### config.mk
export PLATFORM = sky130hd
export DESIGN_NAME = lmd_cell
export DESIGN_NICKNAME = d
export VERILOG_FILES = /design/src/rtl/core/lmd_pkg.sv /design/src/rtl/core/lmd_cell.sv
export SDC_FILE = /design/constraint.sdc
export NUM_CORES = 1
export LEC_CHECK = 0
export BUFFER_PORTS_ARGS = -buffer_cell sky130_fd_sc_hd__buf_2
export CAP_MARGIN = 30
export CORE_AREA = 2 2 165 167
export CTS_BUF_LIST = sky130_fd_sc_hd__clkbuf_4
export CTS_CLUSTER_SIZE = 12
export DETAILED_ROUTE_END_ITERATION = 6
export DIE_AREA = 0 0 167 169
export PLACE_DENSITY = 0.72
export SLEW_MARGIN = 30
export SYNTH_ARGS = -nofsm -noshare
export SYNTH_HDL_FRONTEND = slang
export SYNTH_SLANG_ARGS = --single-unit
### constraint.sdc
create_clock -name clk -period 4.3 [get_ports clk]
set_input_delay 0.86 -clock clk [delete_from_list [all_inputs] [get_ports clk]]
set_output_delay 0.86 -clock clk [all_outputs]
set_load 0.005 [all_outputs]
### src/rtl/core/lmd_pkg.sv
// ----------------------------------------------------------------------------
// lmd_pkg
// Shared types and constants for the long multiply / divide execute unit.
// ----------------------------------------------------------------------------
package lmd_pkg;

  localparam int unsigned LMD_STEPS = 64;

  localparam logic [15:0] OP_EXTB_LO  = 16'h49c0;
  localparam logic [15:0] OP_EXTB_HI  = 16'h49c7;
  localparam logic [15:0] OP_GRP_MASK = 16'hffc0;
  localparam logic [15:0] OP_MUL_L    = 16'h4c00;
  localparam logic [15:0] OP_DIV_L    = 16'h4c40;
  localparam logic [15:0] OP_WORD_MSK = 16'hffff;

  localparam logic [2:0] EA_MODE_D16 = 3'd5;
  localparam logic [2:0] EA_MODE_EXT = 3'd7;
  localparam logic [2:0] EA_REG_IMM  = 3'd4;

  localparam logic [3:0] ADV_EXTB = 4'd2;
  localparam logic [3:0] ADV_BASE = 4'd4;
  localparam logic [3:0] ADV_D16  = 4'd6;
  localparam logic [3:0] ADV_IMM  = 4'd8;

  typedef enum logic [1:0] {
    ST_DONE   = 2'd0,
    ST_DIV0   = 2'd1,
    ST_UNHAND = 2'd2
  } status_t;

  typedef enum logic [1:0] {
    K_PASS = 2'd0,
    K_MUL  = 2'd1,
    K_DIV  = 2'd2
  } kind_t;

  // arithmetic state handed from cell to cell
  typedef struct packed {
    logic        div;
    logic [63:0] word;
    logic [63:0] acc;
    logic [31:0] dvs;
  } arith_t;

  // per-item control that rides along with the arithmetic
  typedef struct packed {
    kind_t       kind;
    status_t     status;
    logic        neg_lo;
    logic        neg_hi;
    logic [2:0]  dlo;
    logic [2:0]  dhi;
    logic        wh;
    logic [3:0]  adv;
    logic [31:0] direct;
  } side_t;

endpackage

### src/rtl/core/lmd_cell.sv
// ----------------------------------------------------------------------------
// lmd_cell
// One radix-2 step: restoring divide step or shift-add multiply step.
// ----------------------------------------------------------------------------
module lmd_cell import lmd_pkg::*; (
  input  logic   clk,
  input  logic   rst_n,
  input  logic   en,
  input  logic   in_valid,
  input  arith_t in_arith,
  input  side_t  in_side,
  output logic   out_valid,
  output arith_t out_arith,
  output side_t  out_side
);

  logic        valid_r;
  arith_t      arith_r, arith_nxt;
  side_t       side_r;
  logic [32:0] rem_sh;
  logic        ge;

  always_comb begin
    rem_sh    = {in_arith.acc[31:0], in_arith.word[63]};
    ge        = rem_sh >= {1'b0, in_arith.dvs};
    arith_nxt = in_arith;
    if (in_arith.div) begin
      arith_nxt.word = {in_arith.word[62:0], ge};
      arith_nxt.acc  = ge ? {32'b0, 32'(rem_sh - {1'b0, in_arith.dvs})}
                          : {32'b0, rem_sh[31:0]};
    end else begin
      arith_nxt.word = {in_arith.word[62:0], 1'b0};
      arith_nxt.acc  = {in_arith.acc[62:0], 1'b0} +
                       (in_arith.word[63] ? {32'b0, in_arith.dvs} : 64'b0);
    end
  end

  always_ff @(posedge clk) begin
    if (!rst_n) begin
      valid_r <= 1'b0;
    end else if (en) begin
      valid_r <= in_valid;
    end
  end

  always_ff @(posedge clk) begin
    if (en) begin
      arith_r <= arith_nxt;
      side_r  <= in_side;
    end
  end

  assign out_valid = valid_r;
  assign out_arith = arith_r;
  assign out_side  = side_r;

endmodule

# Word-level counts from Yosys, hierarchy flattened
# Cells that the tools add are included.
[totals] register_bits=211 out_inout_bits=211 in_bits=214 wordCells=21
[op_classes] add_sub_neg=2 muxes=3 order_cmp=1
[op_table] op="$add 64x32->64" n=1
[op_table] op="$mux 32" n=2
[op_table] op="$mux 64" n=1
[op_table] op="$ge 33x32->1" n=1
[op_table] op="$sub 32x32->32" n=1

# Longest topological paths before layout
[depth] ltp_word=3 mapped_depth=15 depth_no_buf=13

# Worst setup path before layout
# Ideal clock, no wire load.
[synth_timing] path_type="in2reg" from="input port in_arith[159] (netlist name)" to="register arith_r (netlist bit out_arith[79]) (data pin)" arrival_time_ns=3.613 setup_slack_ns=0.417 required_ns=4.030 path_stages=15 cell_sequence="inv_1 -> buf_1 -> nor2_1 -> ha_1 -> clkbuf_1 -> a21o_1 -> a21o_1 -> a21oi_1 -> o21ai_1 -> a21o_1 -> a221oi_2 -> a211o_1 -> clkbuf_1 -> or3_1 -> a21oi_1"
[synth_between] elab_chain_cells=3
[synth_rtl] element="start, declared" line="lmd_cell.sv:10" text="input arith_t in_arith,"
[synth_rtl] element="$mux 32" line="lmd_cell.sv:34" text="(in_arith.word[63] ? {32'b0, in_arith.dvs} : 64'b0);"
[synth_rtl] element="$add 64x32->64" line="lmd_cell.sv:33" text="arith_nxt.acc = {in_arith.acc[62:0], 1'b0} +"
[synth_rtl] element="$mux 64" line="lmd_cell.sv:27" text="if (in_arith.div) begin"
[synth_rtl] element="end signal, assigned" line="lmd_cell.sv:48" text="arith_r <= arith_nxt;"
[synth_rtl] element="end, declared" line="lmd_cell.sv:18" text="arith_t arith_r, arith_nxt;"
# No other way between the ends.
# A chain may end at the register's enable or synchronous reset.

# Final worst setup path
[layout_timing] from="input port in_arith[159] (netlist name)" to="register arith_r (netlist bit out_arith[82]) (data pin)"
# Same word-level chain as after synthesis.

==> results.toml <==
[run_status]
outcome = "complete, no violations"

[clocking]
cts_made_buffers = 56
cts.sinks = 211
cts_setup_buffers = 0
cts_resized = 0
cts_tree = "yes"
postCtsHoldBufs = 0
insertion_delay_ps = 630
clkTransAtPathRegs_ps = 70
h-tree-depth = 2
clock-root-buffer = "clkbuf_4"
ctsLongestPathBuffers = 3

[final_layout]
layout-drive-gt1-share_pct = 37.00
utilization_pct = 56.75
stdcell_count = 1891
area_growth_pct = 30.26
num-nets-final = 1783

[global_routing]
antenna_found_initial = 5
grt_max_degree = 95
first_global_vias = 9786
grt_use_total_pct = 25.89
gr-total-overflow = 0
grt_pass1_wl_um = 56480

[floorplan]
die_h_um = 169
row_count = 60
num_io_pins = 425
die_width_um = 167
core_area_mm2 = 0.02650
die-area_mm2 = 0.02822
start_util_pct = 43.56

[logic_synthesis]
synth_top_area_cell = "edfxtp_1"
ys_dominant_reg_cell = "edfxtp_1"
synth-compound-area-share_pct = 13.93
synth.cell_area_mm2 = 0.01154
synth.avg_cell_area_um2 = 11.40
syn_inst = 1013
synth_edf_count = 210
synthTopCellsByCount = "edfxtp_1, nor2_1, a21oi_1"
synth_top_area_share_pct = 54.62
synthXorXnorAreaFrac_pct = 5.311
synth_top_family_by_area = "compound AO/OA/AOI/OAI gates"
yosys_warnings = 0
seq_area_frac_synth_pct = 54.80
synth_adder_area_share_pct = 7.283
synthArstFlopShare_pct = 0
synth_cell_types = 70
synth_mux_area_share_pct = 3.338
syn_nets = 1293
synth.most_common_cell = "edfxtp_1"
yosys.area_share.simple_pct = 12.11
synth_area_leaders = "edfxtp_1, ha_1, xnor2_1, a21oi_1, nor2_1"
yosys_register_bits = 211

[sta]
drv_slew = 0
period_minus_slack_ps = 3847
relSlewSlack_pct = 32.88
rsz0062_at_grt = "false"
finalHoldViolations = 0
max_freq_mhz = 260.0
min_period_over_period_pct = 89.46
setup_ws_ps = 453.1
setup_viol = 0
tightest_slew_ps = 1003
tns_ps = 0
fin_skew_ps = 0

[critical_path]
cp_num_buf_inv = 5
start_kind = "input port"
slowest_delay_ps = 750
crit_path_max_fanout = 14
cp-end-kind = "register"
crit_required_ps = 4670
crit_chain = "buf_2, inv_1, buf_4, nor2_1, ha_1, o21a_1, o21ai_0, o32ai_1, buf_4, nand4_1, a311oi_1, buf_4, nor2_1, nor3_1, xnor2_1, nor2_1"
crit_type = "in2reg"
critPathSlowestCell = "nor2_1"
critPathTopFamily = "simple AND/OR/NAND/NOR gates"
worst_ep_arrival_time_ps = 4220

[pwr]
leakage_nw = 6.829
peakVddDrop_v = 0.0002703
p_per_area_mw_per_mm2 = 362.0

[drt]
dr.pass1.iters = 5
met1Wirelength_um = 15590
ant_nets = 0
dr.max_layer_used = "met4"
drt_iter0_markers = 831
route.vias.total = 10190
met2WireLength_um = 18460
wl_met3_um = 2694
wl_per_cell_um = 20.18
via_per_inst = 5.387
drc = 0
wl_um = 38170

[place]
gp_congestion = 0.9141
post-place-ws_ps = -107.4
io_buffers = 423
hpwl_um = 29990
dp_cells = 1786

[job]
cap_violations = 0

[worst_hold_path]
hold_path.class = "in2reg"
-- metrics by stage --
step | area [µm²] | power [mW] | hold slack (ps)
after floorplan | 11540 | 3.173 | 507.3
after global placement | 14330 | 3.738 | 499.3
after detailed placement | 14330 | 3.755 | 533.5
after CTS | 15030 | 5.510 | 296.2
after global routing | 15040 | 5.719 | 301.0
final | 15040 | 5.444 | 366.2
-- layer usage --
metal	vias to the layer above	global-route usage [%]
li1	4806	-
met1	4851	32.33
met2	452	43.68
met3	78	6.056
met4	0	10.19
met5	-	0
-- worst register-to-register path, delay by kind of cell, from the launching register on --
kind / cells / cell delay [ps]
DFF: 1 / 340
muxes: 1 / 70
and+or+nand+nor: 1 / 140
-- sequential cells by signal (all words and copies together), names as in the netlist --
name and cells:
out_arith 161, out_side 49, out_valid 1
-- cell usage in the layout (no fill, tap or decap), types with 19 or more instances in the layout --
cell      instances
a21o_1           35
a21oi_1          84
buf_2           422
buf_4            45
clkbuf_4         82
edfxtp_1        210
ha_1             64
inv_1            55
mux2i_1          34
nand2_1          67
nand3_1          27
nand4_1          19
nor2_1           92
o21ai_0          45
xnor2_1          53
-- worst paths after layout --
kind | cells past startpoint | start | slack [ps] | to
worst max-delay path | 16 | in_arith[159] | 450 | out_arith[82]
worst min-delay path | 1 | in_side[39] | 370 | out_side[39]
worst max register to register | 2 | out_valid | 3680 | out_valid
worst min register to register | 2 | out_valid | 550 | out_valid
-- area by class of cell --
type / count / area (µm²)
Antenna cell: 4 / 10.01
Clock buffer: 82 / 615.6
Clock inverter: 19 / 85.08
Fill cell: 2346 / 11460
Inverter: 55 / 206.4
Multi-Input combinational cell: 708 / 4845
Sequential cell: 211 / 6326
Tap cell: 341 / 426.7
Timing Repair Buffer: 471 / 2524
-- power by group --
part	switching, mW	internal, mW	total [mW]
Sequential	0.0485	2.48	2.53
Clock	0.846	0.877	1.72
Combinational	0.670	0.522	1.19
-- kinds of logic after synthesis --
logic type      after synthesis
compound gates              249
fa+ha+maj                    66
flops                       211
simple gates                285
buf+inv                      94
xor+xnor                     70
mux                          38
No activity file was read; power rests on OpenSTA's default activity.
